**src/fmbft_pkg.sv**
```systemverilog
// Shared types and constants for the FM bus front end and slot timing block.
package fmbft_pkg;

  // Kind of request on the input stream
  typedef enum logic [2:0] {
    FUNC_CLK_LOW  = 3'd0,
    FUNC_CLK_HIGH = 3'd1,
    FUNC_PIN_IC   = 3'd2,
    FUNC_PIN_WR   = 3'd3,
    FUNC_PIN_RD   = 3'd4,
    FUNC_PIN_CS   = 3'd5,
    FUNC_PIN_ADDR = 3'd6,
    FUNC_PIN_DATA = 3'd7
  } func_code_t;

  localparam int unsigned DECODE_W   = 26;
  localparam int unsigned PRESCALE_W = 6;
  localparam int unsigned RCHK_W     = 5;
  localparam int unsigned BUSY_W     = 5;
  localparam int unsigned OUT_DATA_W = 48;

  // Prescaler taps that drive the two internal phase enables
  localparam logic [PRESCALE_W-1:0] PH1_TAPS = 6'h21;
  localparam logic [PRESCALE_W-1:0] PH2_TAPS = 6'h0c;

  // One result item
  typedef struct packed {
    logic                busy_res;
    logic [DECODE_W-1:0] timing_decode;
    logic                eg_clock;
    logic                op4_sel;
    logic [8:0]          latched_data;
    logic                latched_bank;
    logic                phase1_enable;
    logic                phase2_enable;
    logic                addr_write_strobe;
    logic                data_write_strobe;
  } result_t;

endpackage

```
**src/fmbft_core.sv**
```systemverilog
// Latch state of the bus front end: pins, prescaler, write sync, busy timer, slot decode.
module fmbft_core #(
  parameter int unsigned RESET_DELAY_STAGES = 12
) (
  input  logic                   clk,
  input  logic                   rst,
  input  logic                   step,
  input  fmbft_pkg::func_code_t  func,
  input  logic [7:0]             pin_value,
  input  logic                   decode_variant,
  output fmbft_pkg::result_t     result
);
  import fmbft_pkg::*;

  localparam int unsigned RH_W = RESET_DELAY_STAGES;

  // Pin levels (read pin level has no effect on any state, so it is not kept)
  logic       pin_ic, pin_wr, pin_cs;
  logic [1:0] pin_addr;
  logic [7:0] pin_data;
  logic       pin_ic_next, pin_wr_next, pin_cs_next;
  logic [1:0] pin_addr_next;
  logic [7:0] pin_data_next;

  // Master (0) and slave (1) latch pairs
  logic [RH_W-1:0]       rh0, rh1, rh0_next, rh1_next;
  logic [RCHK_W-1:0]     rc0, rc1, rc0_next, rc1_next;
  logic [PRESCALE_W-1:0] ps0, ps1, ps0_next, ps1_next;
  logic                  ph1_0, ph1_1, ph2_0, ph2_1;
  logic                  ph1_0_next, ph1_1_next, ph2_0_next, ph2_1_next;

  // Write triggers and their sync/latch/edge stages
  logic trig_a, trig_d, sync_a, sync_d, lat_a, lat_d, edge_d0, edge_d1;
  logic trig_a_next, trig_d_next, sync_a_next, sync_d_next;
  logic lat_a_next, lat_d_next, edge_d0_next, edge_d1_next;

  // Busy timer
  logic [BUSY_W-1:0] bc0, bc1, bc0_next, bc1_next;
  logic              bs0, bs1, bs0_next, bs1_next;

  // Slot counter
  logic [1:0] sl0, sl1, sl0_next, sl1_next;
  logic [3:0] sh0, sh0_next;
  logic [2:0] sh1, sh1_next;

  // Data/bank latch and decode outputs
  logic [8:0]          held_data, held_data_next;
  logic                held_bank, held_bank_next;
  logic [DECODE_W-1:0] decode_bits, decode_bits_next;
  logic                reg_eg, reg_eg_next, reg_op4, reg_op4_next;

  // Full timing decode of the 5-bit slot count
  function automatic logic [DECODE_W-1:0] full_decode(input logic [4:0] c);
    logic [DECODE_W-1:0] b;
    b[0]  = (c & 5'd30) == 5'd30;
    b[1]  = (c & 5'd28) == 5'd0;
    b[2]  = (c & 5'd30) == 5'd4;
    b[3]  = (c & 5'd30) == 5'd22;
    b[4]  = (c & 5'd28) == 5'd24;
    b[5]  = (c & 5'd30) == 5'd28;
    b[6]  = (c & 5'd30) == 5'd14;
    b[7]  = (c & 5'd28) == 5'd16;
    b[8]  = (c & 5'd30) == 5'd20;
    b[9]  = (c & 5'd30) == 5'd6;
    b[10] = (c & 5'd28) == 5'd8;
    b[11] = (c & 5'd30) == 5'd12;
    b[12] = (c & 5'd30) == 5'd30;
    b[13] = c == 5'd0;
    b[14] = c == 5'd1;
    b[15] = c == 5'd29;
    b[16] = (c & 5'd7) == 5'd1;
    b[17] = (c & 5'd28) == 5'd4;
    b[18] = c == 5'd8;
    b[19] = (c & 5'd15) == 5'd14;
    b[20] = (c & 5'd15) == 5'd4;
    b[21] = (c & 5'd15) == 5'd9;
    b[22] = c == 5'd14;
    b[23] = (c & 5'd24) == 5'd16;
    b[24] = (c & 5'd28) == 5'd24;
    b[25] = (c & 5'd30) == 5'd28;
    return b;
  endfunction

  // Next state for one request, evaluated in latch order
  always_comb begin
    logic                  cw, chk, wd_en, ovf, slot_rst;
    logic [BUSY_W:0]       cnt;
    logic [PRESCALE_W-1:0] p;
    logic [4:0]            c;

    pin_ic_next = pin_ic;   pin_wr_next = pin_wr;   pin_cs_next = pin_cs;
    pin_addr_next = pin_addr; pin_data_next = pin_data;
    rh0_next = rh0; rh1_next = rh1; rc0_next = rc0; rc1_next = rc1;
    ps0_next = ps0; ps1_next = ps1;
    ph1_0_next = ph1_0; ph1_1_next = ph1_1; ph2_0_next = ph2_0; ph2_1_next = ph2_1;
    trig_a_next = trig_a; trig_d_next = trig_d; sync_a_next = sync_a; sync_d_next = sync_d;
    lat_a_next = lat_a; lat_d_next = lat_d; edge_d0_next = edge_d0; edge_d1_next = edge_d1;
    bc0_next = bc0; bc1_next = bc1; bs0_next = bs0; bs1_next = bs1;
    sl0_next = sl0; sl1_next = sl1; sh0_next = sh0; sh1_next = sh1;
    held_data_next = held_data; held_bank_next = held_bank;
    decode_bits_next = decode_bits; reg_eg_next = reg_eg; reg_op4_next = reg_op4;
    cw = 1'b0; chk = 1'b0; wd_en = 1'b0; ovf = 1'b0; slot_rst = 1'b0;
    cnt = '0; p = ps1; c = '0;

    if (func == FUNC_CLK_LOW || func == FUNC_CLK_HIGH) begin
      // master or slave update of the reset and prescaler chain
      if (func == FUNC_CLK_LOW) begin
        chk        = !rh1[RH_W-1] && pin_ic;
        rh0_next   = {rh1[RH_W-2:0], pin_ic};
        ps0_next   = {p[PRESCALE_W-2:0], !chk && (p[PRESCALE_W-2:0] == '0)};
        rc0_next   = {rc1[RCHK_W-2:0], chk};
        ph1_0_next = |(p & PH1_TAPS);
        ph2_0_next = |(p & PH2_TAPS);
      end else begin
        rh1_next   = rh0;
        rc1_next   = rc0;
        ps1_next   = ps0;
        ph1_1_next = ph1_0;
        ph2_1_next = ph2_0;
      end

      // phase one: master stages of sync, busy timer and slot counter
      if (ph1_1_next) begin
        wd_en        = !edge_d1 && lat_d;
        cnt          = {1'b0, bc1} + {{BUSY_W{1'b0}}, bs1};
        ovf          = cnt[BUSY_W];
        sync_a_next  = trig_a;
        sync_d_next  = trig_d;
        edge_d0_next = lat_d;
        bs0_next     = wd_en || (bs1 && !(pin_ic || ovf));
        bc0_next     = pin_ic ? '0 : cnt[BUSY_W-1:0];
        slot_rst     = rc1_next[RCHK_W-1];
        sl0_next     = (slot_rst || sl1[1]) ? 2'd0 : sl1 + 2'd1;
        sh0_next     = sl1[1] ? {1'b0, sh1} + 4'd1 : {1'b0, sh1};
        if (slot_rst) begin
          sh0_next = '0;
        end
      end

      // phase two: slave stages and timing decode
      if (ph2_1_next) begin
        lat_a_next = sync_a_next;
        if (lat_a_next) begin
          trig_a_next = 1'b0;
        end
        lat_d_next = sync_d_next;
        if (lat_d_next) begin
          trig_d_next = 1'b0;
        end
        edge_d1_next = edge_d0_next;
        bc1_next     = bc0_next;
        bs1_next     = bs0_next;
        sl1_next     = sl0_next;
        sh1_next     = sh0_next[2:0];
        c            = {sh1_next, sl1_next};
        if (decode_variant) begin
          decode_bits_next = full_decode(c);
        end else begin
          reg_eg_next  = c == 5'd0;
          reg_op4_next = (c <= 5'd2) || (c >= 5'd4 && c <= 5'd6);
        end
      end
    end else begin
      // pin change; a read pin change still re-evaluates the bus latches
      case (func)
        FUNC_PIN_IC:   pin_ic_next   = pin_value[0];
        FUNC_PIN_WR:   pin_wr_next   = pin_value[0];
        FUNC_PIN_CS:   pin_cs_next   = pin_value[0];
        FUNC_PIN_ADDR: pin_addr_next = pin_value[1:0];
        FUNC_PIN_DATA: pin_data_next = pin_value;
        default: ;
      endcase
      cw = pin_cs_next && pin_wr_next;
      if (cw) begin
        held_data_next = {pin_addr_next[1], pin_data_next};
        held_bank_next = pin_addr_next[1];
      end
      if ((cw && !pin_addr_next[0]) || pin_ic_next) begin
        trig_a_next = 1'b1;
      end
      if (cw && pin_addr_next[0] && !pin_ic_next) begin
        trig_d_next = 1'b1;
      end
      if (ph1_1) begin
        sync_a_next = trig_a_next;
        sync_d_next = trig_d_next;
      end
    end
  end

  // State registers
  always_ff @(posedge clk) begin
    if (rst) begin
      pin_ic <= 1'b0; pin_wr <= 1'b0; pin_cs <= 1'b0; pin_addr <= '0; pin_data <= '0;
      rh0 <= '0; rh1 <= '0; rc0 <= '0; rc1 <= '0; ps0 <= '0; ps1 <= '0;
      ph1_0 <= 1'b0; ph1_1 <= 1'b0; ph2_0 <= 1'b0; ph2_1 <= 1'b0;
      trig_a <= 1'b0; trig_d <= 1'b0; sync_a <= 1'b0; sync_d <= 1'b0;
      lat_a <= 1'b0; lat_d <= 1'b0; edge_d0 <= 1'b0; edge_d1 <= 1'b0;
      bc0 <= '0; bc1 <= '0; bs0 <= 1'b0; bs1 <= 1'b0;
      sl0 <= '0; sl1 <= '0; sh0 <= '0; sh1 <= '0;
      held_data <= '0; held_bank <= 1'b0;
      decode_bits <= '0; reg_eg <= 1'b0; reg_op4 <= 1'b0;
    end else if (step) begin
      pin_ic <= pin_ic_next; pin_wr <= pin_wr_next; pin_cs <= pin_cs_next;
      pin_addr <= pin_addr_next; pin_data <= pin_data_next;
      rh0 <= rh0_next; rh1 <= rh1_next; rc0 <= rc0_next; rc1 <= rc1_next;
      ps0 <= ps0_next; ps1 <= ps1_next;
      ph1_0 <= ph1_0_next; ph1_1 <= ph1_1_next; ph2_0 <= ph2_0_next; ph2_1 <= ph2_1_next;
      trig_a <= trig_a_next; trig_d <= trig_d_next;
      sync_a <= sync_a_next; sync_d <= sync_d_next;
      lat_a <= lat_a_next; lat_d <= lat_d_next;
      edge_d0 <= edge_d0_next; edge_d1 <= edge_d1_next;
      bc0 <= bc0_next; bc1 <= bc1_next; bs0 <= bs0_next; bs1 <= bs1_next;
      sl0 <= sl0_next; sl1 <= sl1_next; sh0 <= sh0_next; sh1 <= sh1_next;
      held_data <= held_data_next; held_bank <= held_bank_next;
      decode_bits <= decode_bits_next; reg_eg <= reg_eg_next; reg_op4 <= reg_op4_next;
    end
  end

  // Result as seen after this request
  always_comb begin
    result.busy_res          = bs1_next;
    result.timing_decode     = decode_bits_next;
    result.eg_clock          = reg_eg_next;
    result.op4_sel           = reg_op4_next;
    result.latched_data      = held_data_next;
    result.latched_bank      = held_bank_next;
    result.phase1_enable     = ph1_1_next;
    result.phase2_enable     = ph2_1_next;
    result.addr_write_strobe = lat_a_next;
    result.data_write_strobe = lat_d_next;
  end

endmodule

```
**src/fm_bus_front_end_timing.sv**
```systemverilog
// Top level of the FM bus front end: stream handshake, result register, decode select.
//
//  channel  | dir | handshake              | payload
//  ---------+-----+------------------------+----------------------------------
//  s_*      | in  | s_tvalid / s_tready    | s_tuser: func, s_tdata: pin_value
//  m_*      | out | m_tvalid / m_tready    | m_tdata: result fields
//  cfg_*    | in  | cfg_valid / cfg_ready  | cfg_data: decode_variant
//
// One request per cycle while m_tready does not stall the output; each result is registered as its request is taken.
// The request is taken whenever the result register is empty or being drained,
// so the state latches and the result register advance together.
// rst is synchronous and clears all latch state and the decode select.
// A stall on m_tready holds the result and stops s_tready; cfg_ready is always high.
module fm_bus_front_end_timing #(
  parameter int unsigned RESET_DELAY_STAGES = 12
) (
  input  logic        clk,
  input  logic        rst,
  input  logic        s_tvalid,
  output logic        s_tready,
  input  logic [7:0]  s_tdata,   // [7:0] pin_value
  input  logic [2:0]  s_tuser,   // [2:0] func
  output logic        m_tvalid,
  input  logic        m_tready,
  output logic [fmbft_pkg::OUT_DATA_W-1:0] m_tdata,
  // m_tdata: [0] busy_res, [26:1] timing_decode, [27] eg_clock, [28] op4_sel,
  //          [37:29] latched_data, [38] latched_bank, [39] phase1_enable,
  //          [40] phase2_enable, [41] addr_write_strobe, [42] data_write_strobe,
  //          [47:43] zero
  input  logic        cfg_valid,
  output logic        cfg_ready,
  input  logic        cfg_data   // decode_variant
);
  import fmbft_pkg::*;

  logic    decode_variant;
  logic    accept;
  result_t result;

  assign s_tready  = !m_tvalid || m_tready;
  assign accept    = s_tvalid && s_tready;
  assign cfg_ready = 1'b1;

  // Decode variant register
  always_ff @(posedge clk) begin
    if (rst) begin
      decode_variant <= 1'b0;
    end else if (cfg_valid) begin
      decode_variant <= cfg_data;
    end
  end

  fmbft_core #(
    .RESET_DELAY_STAGES(RESET_DELAY_STAGES)
  ) u_core (
    .clk           (clk),
    .rst           (rst),
    .step          (accept),
    .func          (func_code_t'(s_tuser)),
    .pin_value     (s_tdata),
    .decode_variant(decode_variant),
    .result        (result)
  );

  // Result register
  always_ff @(posedge clk) begin
    if (rst) begin
      m_tvalid <= 1'b0;
    end else if (accept) begin
      m_tvalid <= 1'b1;
    end else if (m_tready) begin
      m_tvalid <= 1'b0;
    end
  end

  always_ff @(posedge clk) begin
    if (accept) begin
      m_tdata <= {5'd0, result.data_write_strobe, result.addr_write_strobe,
                  result.phase2_enable, result.phase1_enable, result.latched_bank,
                  result.latched_data, result.op4_sel, result.eg_clock,
                  result.timing_decode, result.busy_res};
    end
  end

endmodule
```
**config.mk**
```make
export PLATFORM = sky130hd
export DESIGN_NAME = fm_bus_front_end_timing
export DESIGN_NICKNAME = d
export VERILOG_FILES = /design/src/fmbft_pkg.sv /design/src/fmbft_core.sv /design/src/fm_bus_front_end_timing.sv
export SDC_FILE = /design/constraint.sdc
export NUM_CORES = 1
export LEC_CHECK = 0
export BUFFER_PORTS_ARGS = -buffer_cell sky130_fd_sc_hd__buf_2
export CORE_MARGIN = 5
export CORE_UTILIZATION = 53
export DETAILED_ROUTE_END_ITERATION = 12
export GPL_ROUTABILITY_DRIVEN = 0
export GPL_TIMING_DRIVEN = 0
export PLACE_DENSITY = 0.75
export SLEW_MARGIN = 20
export SYNTH_ARGS = -nofsm -noshare
export SYNTH_HDL_FRONTEND = slang
export SYNTH_SLANG_ARGS = --single-unit
```
**constraint.sdc**
```tcl
create_clock -name clk -period 2.69 [get_ports clk]
set_input_delay 0.269 -clock clk [delete_from_list [all_inputs] [get_ports clk]]
set_output_delay 0.269 -clock clk [all_outputs]
set_load 0.005 [all_outputs]
```
Word-level counts from Yosys, hierarchy flattened
Cells that the tools add are included.
- bits in registers: 176
- bits in latches: 0
- bits in writable memories: 0
- memory bits (read-only): 0
- input port bits: 17
- output and inout port bits: 51
- logic and storage cells: 185
- memories kept: 0
- $add $sub $neg: 3
- $mul: 0
- divide/modulo/power cells: 0
- magnitude comparators: 3
- equality and inequality tests: 31
- shift-type cells: 0
- muxes and demuxes: 65
- bitwise gates (word level): 2
- reduce and logical (&&, ||, !) cells: 41
- operators with widths (operator ; number):
    2-to-1 mux 26 bit ; 3
    2-to-1 mux 1 bit ; 46
    equality test 4 bit (second input constant) ; 6
    2-to-1 mux 5 bit ; 4
    2-to-1 mux 9 bit ; 2
    AND reduction 3 bit ; 6
    equality test 3 bit (second input constant) ; 5
    zero test 5 bit ; 3
    equality test 4 x 3 -> 1 bit (second input constant) ; 3
    2-to-1 mux 3 bit ; 4
    equality test 5 x 4 -> 1 bit (second input constant) ; 2
    logical AND 1 bit ; 10
    2-to-1 mux 2 bit ; 5
    equality test 3 x 1 -> 1 bit (second input constant) ; 3
    equality test 3 x 2 -> 1 bit (second input constant) ; 3
    equality test 4 x 2 -> 1 bit (second input constant) ; 2
    2-to-1 mux 8 bit ; 1
    inequality test 2 bit (second input constant) ; 4
    zero test 1 bit ; 7
    logical OR 1 bit ; 7
    adder 5 x 1 -> 6 bit ; 1
    AND reduction 2 bit ; 3
    equality test 5 x 1 -> 1 bit (second input constant) ; 1
    equality test 5 bit (second input constant) ; 1
    10 further kinds ; 13

Depth between registers and ports, before layout
Gate-level depths: netlist of the first run.
- depth in word-level cells: 13
- gate-level depth with buffers: 9

Hierarchy
A second synthesis of the first run with hierarchy kept.
- cells, all modules: 854
- area total of the unflattened synthesis: 7679.9 um2
- by module, submodules not included (module ; times used ; cells each ; area an instance (um2) ; sequential area each (um2)):
    fmbft_core ; 1 ; 795 ; 6247.2 ; 2622.5
    fm_bus_front_end_timing ; 1 ; 59 ; 1432.6 ; 1331.3

Least setup slack after synthesis of the first run
No wires, ideal clock.
- kind: flip-flop to flip-flop
- start: register m_tvalid
- end: register u_core.held_bank
- setup time: 0.115 ns
- data arrival time: 2.644 ns
- required time: 2.575 ns
- slack: -0.069 ns
- stages on the path, launching flop included: 8
- path buffers: 1
- clock period less this slack: 2.759 ns
- path through: dfxtp_1 > nor2b_1 > clkinv_1 > nand2_1 > inv_1 > clkbuf_1 > a31oi_1 > o21a_1
- longest elaborated chain between the ends: 3
- RTL lines (item ; line ; source):
    from (decl) ; fm_bus_front_end_timing.sv:23 ; output logic m_tvalid,
    from (signal assigned) ; fm_bus_front_end_timing.sv:68 ; m_tvalid <= 1'b0;
    from (signal assigned) ; fm_bus_front_end_timing.sv:70 ; m_tvalid <= 1'b1;
    from (signal assigned) ; fm_bus_front_end_timing.sv:72 ; m_tvalid <= 1'b0;
    zero test 1 bit ; fm_bus_front_end_timing.sv:40 ; assign s_tready = !m_tvalid || m_tready;
    logical OR 1 bit ; fm_bus_front_end_timing.sv:40 ;
    net s_tready ; fm_bus_front_end_timing.sv:20 ; output logic s_tready,
    logical AND 1 bit ; fm_bus_front_end_timing.sv:41 ; assign accept = s_tvalid && s_tready;
    net accept ; fm_bus_front_end_timing.sv:37 ; logic accept;
    to (signal assigned) ; fmbft_core.sv:215 ; held_data <= held_data_next; held_bank <= held_bank_next;
    to (decl) ; fmbft_core.sv:48 ; logic held_bank, held_bank_next;
The timed path passes the listed nets, and every way through them passes these cells.
A chain may end at the register's enable or synchronous reset.

==> results_dict.tcl, run 1 <==
set metrics [dict create \
    status "complete, no violations" \
    synth_cell_types 69 \
    first_pass_iters 5 \
    max-cap-violations 0 \
    grt_usage_pct 22.0 \
    leakage_nw 3.14 \
    antenna_left 0 \
    num_vias 6169 \
    io_buffers 59 \
    stdcell_count 1095 \
    grt_pass1_vias 5782 \
    finalHoldViolations 0 \
    path_max_fanout 10 \
    clk_pin_slew_worst_paths_ns 0.07 \
    drv_slew 0 \
    cts_buffers 17 \
    clockPowerShare_pct 42.9 \
    multi_input_area_um2 3240 \
    switching_share_pct 23.1 \
    clock_path_buffers 2 \
    nets 922 \
    synth_ff_type "dfxtp_1" \
    io-pin-count 68 \
    pwr-share-comb_pct 5.5 \
    grt_pass1_wl_mm 29.1 \
    hpwl_mm 12.3 \
    coreArea_um2 13800 \
    relSlewSlack_pct 45.7 \
    min_path_cells 3 \
    worst_setup_path_end_kind "flip-flop" \
    path_class "flip-flop to flip-flop" \
    netlist_instances 820 \
    cts_tree "built" \
    ys_seq_elements 176 \
    required_ns 2.89 \
    die_w_um 129 \
    skew_ns 0.00418 \
    fin_area_um2 8580 \
    max_freq_mhz 386 \
    clock_latency_ns 0.43 \
    route.detailed.drc 0 \
    ys_warn_count 0 \
    seqPwrFrac_pct 51.7 \
    final_core_util_pct 62.1 \
    final-seq-area_um2 3950 \
    die_h_um 129 \
    clock_sinks 176 \
    syn_avg_cell_area_um2 9.11 \
    placed_cells 1063 \
    antenna_found_initial 0 \
    p_int_w 0.00412 \
    final_common_cell "nand2_1" \
    holdPathEnd "u_core.pin_data[4]" \
    rsz0062_at_grt "yes" \
    finalSetupViolCount 0 \
    avgRoutedWirePerCell_um 16.2 \
    drive_above_1_share_pct 14.6 \
    syn_area_um2 7470 \
    ys_seq_area_share_pct 52.9 \
    synth_top_cell_by_area "dfxtp_1" \
    tightest_slew_ns 0.809 \
    synth-async-reset-ratio_pct 0 \
    r2r_slack_ns 0.10 \
    fin_crit_ns 2.59 \
    wirelength_mm 17.7 \
    synth_area_leaders "dfxtp_1, edfxtp_1, nand2_1" \
    whs_ns 0.0888 \
    ir_drop_mv 0.445 \
    synth_edf_count 43 \
    dieArea_um2 16600 \
    hold_buffers 0 \
    start_kind "flip-flop" \
    synthToLayoutAreaGrowth_pct 15.0 \
    cts_max_level 4 \
    ff2ff_path_depth 6 \
    synth_top_area_share_pct 35.7 \
    num_rows 43 \
    layout_common_cells "nand2_1, dfxtp_1, nor2_1" \
    grt.overflow.total 0 \
    power_density_nw_per_um2 624 \
    initial_core_util_pct 54.0 \
    r2r-end "m_tdata[27]" \
    root_buffer "clkbuf_16" \
    num_antenna_cells 0 \
    p_sw_w 0.00124 \
    hold_class "primary input to flip-flop" \
    dpl-instance-area_um2 8010 \
    grt_max_degree 53 \
    r2r-start "u_core.ph1_1" \
    nFillCells 1201 \
    drtIter0Drc 543 \
    hold_start "s_tdata[4]" \
    min_period_over_period_pct 96.3 \
    worst_ep_arrival_time_ns 2.79 \
    vias_per_cell 5.63 \
]
==> cells in the mapped netlist, types with 7 or more instances <==
cell type / n
inv_1: 7
mux2i_1: 20
nor2_1: 86
nor3_1: 30
nand3_1: 10
a211oi_1: 15
a22o_1: 9
o21ai_0: 31
o31ai_1: 14
clkbuf_1: 44
dfxtp_1: 133
nand2_1: 168
a21oi_1: 74
mux2_2: 10
edfxtp_1: 43
==> registers in the layout, summed over array words and instances (netlist names), 3 cells and up <==
register,cells
u_core.rh0,12
u_core.held_data,9
u_core.bc0,5
m_tdata,43
u_core.sh1,3
u_core.ps0,6
u_core.ps1,6
u_core.rc1,5
u_core.bc1,5
u_core.rc0,5
u_core.sh0,3
u_core.pin_data,8
u_core.rh1,12
u_core.decode_bits,26
==> repair_timing <==
item / in CTS / in global routing
pin swaps: 0 / 1
gates resized for setup: 3 / 8
buffers inserted: 0 / 0
setup endpoints to repair: 20 / 54
==> through the flow <==
step	total power (W)	setup TNS, ns	setup slack, ns
after global placement	0.00311	-14.67	-0.270
after floorplan	0.00300	0	0.334
after detailed placement	0.00311	-8.50	-0.275
after global routing	0.00555	-0.0929	-0.0431
final	0.00536	0	0.100
after CTS	0.00539	0	0.0943
==> final cells by class <==
cell class / count / share of cell area (%)
buffer: 61 / 3.43
sequential: 176 / 46.1
multi-input combinational: 579 / 37.7
clock buffer: 19 / 5.04
clock inverter: 13 / 1.37
inverter: 8 / 0.350
tap: 180 / 2.62
timing repair buffer: 59 / 3.44
==> metal layers <==
metal  vias to the layer above  track usage (%)  routed length, um  part of all wire (%)
met1                      2906             29.5               7920                    45
met2                       182             35.0               8240                    47
met4                         0             8.71                384                   2.2
met5                         -                0                  0                     0
li1                       3049                -                  -                     -
met3                        32             4.61               1140                   6.4
==> worst max-delay path: stages (launching register included) <==
cell	delay [ns]
dfxtp_1	0.40
or4b_4	0.53
and2_4	0.19
buf_6	0.13
a22oi_2	0.49
nand2_4	0.15
o41ai_1	0.46
==> power by group through the flow <==
| stage | sequential (W) | clock [W] | combinational [W] |
|---|---|---|---|
| after floorplan | 0.00283 | 0 | 0.000173 |
| after global routing | 0.00277 | 0.00246 | 0.000320 |
| final | 0.00277 | 0.00230 | 0.000293 |
| after detailed placement | 0.00283 | 0 | 0.000289 |
| after CTS | 0.00277 | 0.00233 | 0.000291 |
| after global placement | 0.00282 | 0 | 0.000287 |
==> logic make-up after synthesis <==
group	after synthesis	share of synthesized area [%]
xor+xnor	5	0.587
compound gates	191	17.1
mux	30	4.19
other cells	2	0.101
flops	176	52.9
fa+ha+maj	4	0.637
simple gates	343	20.2
buf+inv	69	4.22
==> worst max-delay path by stage <==
| stage | end | from |
|---|---|---|
| 6_report | m_tdata[27] | u_core.ph1_1 |
| 5_1_grt | u_core.decode_bits[2] | m_tvalid |
| 4_1_cts | m_tdata[23] | u_core.ph1_1 |
| 3_5_place_dp | m_tdata[6] | s_tuser[0] |
| 3_3_place_gp | m_tdata[26] | s_tuser[0] |
| 2_1_floorplan | m_tdata[26] | s_tuser[1] |
No activity file was read; power rests on OpenSTA's default activity.
==> inputs of run 2 (changes only) <==
Settings changed: BUFFER_PORTS_ARGS -buffer_cell sky130_fd_sc_hd__buf_2 to -buffer_cell sky130_fd_sc_hd__buf_4, CORE_UTILIZATION 53 to 55.
Clock period 2.69 ns to 2.91 ns, I/O delays scaled along.
==> run 2 against run 1 <==
- first-iteration DRC count increased by 20%
- worst setup slack improved by 0.013 ns
- worst hold slack improved by 0.016 ns
- critical endpoint unchanged
- largest cell class unchanged
- highest routed layer unchanged
==> results_dict.tcl, run 2 (synthesis results as in run 1) <==
set metrics [dict create \
    path_cells "or4b_4 -> and2_4 -> buf_6 -> a22oi_2 -> nand2_4 -> o41ai_1" \
    crit_slowest_cell "o41ai_1" \
    root_buffer "clkbuf_16" \
    first_pass_iters 5 \
    num_antenna_cells 0 \
    cts_max_level 4 \
    antenna_found_initial 0 \
    dieArea_um2 16000 \
    path_max_fanout 10 \
    antenna_left 0 \
    leakage_nw 3.17 \
    hold_class "primary input to flip-flop" \
    initial_core_util_pct 56.2 \
    largest_reg_flops 43 \
    final_core_util_pct 65.5 \
    r2r-start "u_core.ph1_1" \
    nFillCells 1093 \
    clock_path_buffers 2 \
    grt_max_degree 53 \
    num_rows 42 \
    die_w_um 127 \
    hold_buffers 0 \
    whs_ns 0.105 \
    worst_ep_arrival_time_ns 2.94 \
    fin_area_um2 8710 \
    grt_usage_pct 23.5 \
    die_h_um 127 \
    r2r_slack_ns 0.11 \
    grt_pass1_wl_mm 30.5 \
    max_freq_mhz 358 \
    tightest_slew_ns 0.933 \
    grt_pass1_vias 6136 \
    hold_start "cfg_data" \
    fin_crit_ns 2.80 \
    drive_above_1_share_pct 14.2 \
    finalSetupViolCount 0 \
    required_ns 3.05 \
    ff2ff_path_depth 6 \
    io-pin-count 68 \
    final-seq-area_um2 3950 \
    nets 922 \
    start_kind "flip-flop" \
    num_vias 6279 \
    path_class "flip-flop to flip-flop" \
    rsz0062_at_grt "no" \
    clk_pin_slew_worst_paths_ns 0.07 \
    relSlewSlack_pct 36.0 \
    multi_input_area_um2 3220 \
    min_period_over_period_pct 96.1 \
    dpl-instance-area_um2 8150 \
    ir_drop_mv 0.384 \
    drtIter0Drc 650 \
    reg.largest.list "m_tdata x43, u_core.decode_bits x26" \
    power_density_nw_per_um2 570 \
    holdPathEnd "decode_variant" \
    cts_buffers 17 \
    io_buffers 59 \
    max-cap-violations 0 \
    avgRoutedWirePerCell_um 16.8 \
    status "complete, no violations" \
    worst_setup_path_end_kind "flip-flop" \
    vias_per_cell 5.76 \
    total_power_w 0.00496 \
    clock_latency_ns 0.43 \
    clock_sinks 176 \
    layout_common_cells "nand2_1, dfxtp_1, nor2_1" \
    finalHoldViolations 0 \
    synthToLayoutAreaGrowth_pct 16.6 \
    wirelength_mm 18.3 \
    skew_ns 0.00823 \
    min_path_cells 3 \
    cpPeakStageDelay_ns 0.66 \
    coreArea_um2 13300 \
    regMostFlops "m_tdata" \
    setup_tns_ns 0 \
    r2r-end "m_tdata[27]" \
    hpwl_mm 12.9 \
    drv_slew 0 \
    route.detailed.drc 0 \
    grt.overflow.total 0 \
    final_common_cell "nand2_1" \
    cts_tree "built" \
]
-- run 2: changes by cell type in the layout (fill, tap and decap cells not counted), moves of 2 or more --
cell and change:
buf_2 -59, buf_4 +59, clkinv_4 -2, clkinv_2 +2, clkbuf_2 -2
-- run 2: final cells by class --
type                    count  area share, %
multi-input cells         579           37.0
repair buffers             59           5.09
clock inverters            15           1.39
clock buffers              17           4.89
well taps                 176           2.53
plain buffers              61           3.35
flip-flops and latches    176           45.4
inverters                   8          0.345
-- run 2: per-stage QoR --
step                      cells  worst slack, ns
after detailed placement   1059           -0.126
final                      1091            0.113
after CTS                  1091            0.131
after global routing       1091           0.0839
after floorplan             824            0.151
after global placement     1059           -0.851
-- run 2: layer usage --
layer  global-route usage (%)  routed length, um
met1                     29.3               7460
met2                     39.2               9130
met3                     6.01               1320
met4                     9.21                432
met5                        0                  0
-- run 2: worst max path at each step --
stage                 startpoint                      to  slack, ns  depth (start not counted)
floorplan               m_tvalid        u_core.held_bank       0.15                          7
global placement        m_tvalid        u_core.held_bank      -0.85                          7
detailed placement      m_tready   u_core.decode_bits[5]      -0.13                          9
CTS                     m_tvalid  u_core.decode_bits[11]       0.13                          8
global route        u_core.ph1_1             m_tdata[27]       0.08                          6
finish              u_core.ph1_1             m_tdata[27]       0.11                          6
-- run 2: timing repair --
action / in CTS / in global routing
endpoints found under the setup margin: 20 / 19
buffers inserted: 0 / 0
gates resized for setup: 1 / 4
-- run 2: report_power, final --
| part | internal [W] | leakage [nW] | switching, W |
|---|---|---|---|
| clock | 0.00117 | 0.256 | 0.000941 |
| combinational | 0.000105 | 1.40 | 0.000188 |
| sequential | 0.00254 | 1.51 | 0.0000171 |
-- run 2: critical path: cells and delay by family, from the launching register on --
| family | cells | cell delay, ns |
|---|---|---|
| buffers and inverters | 1 | 0.13 |
| AO/OA/AOI/OAI | 2 | 1.10 |
| AND/OR/NAND/NOR | 3 | 0.86 |
| flip-flops | 1 | 0.41 |
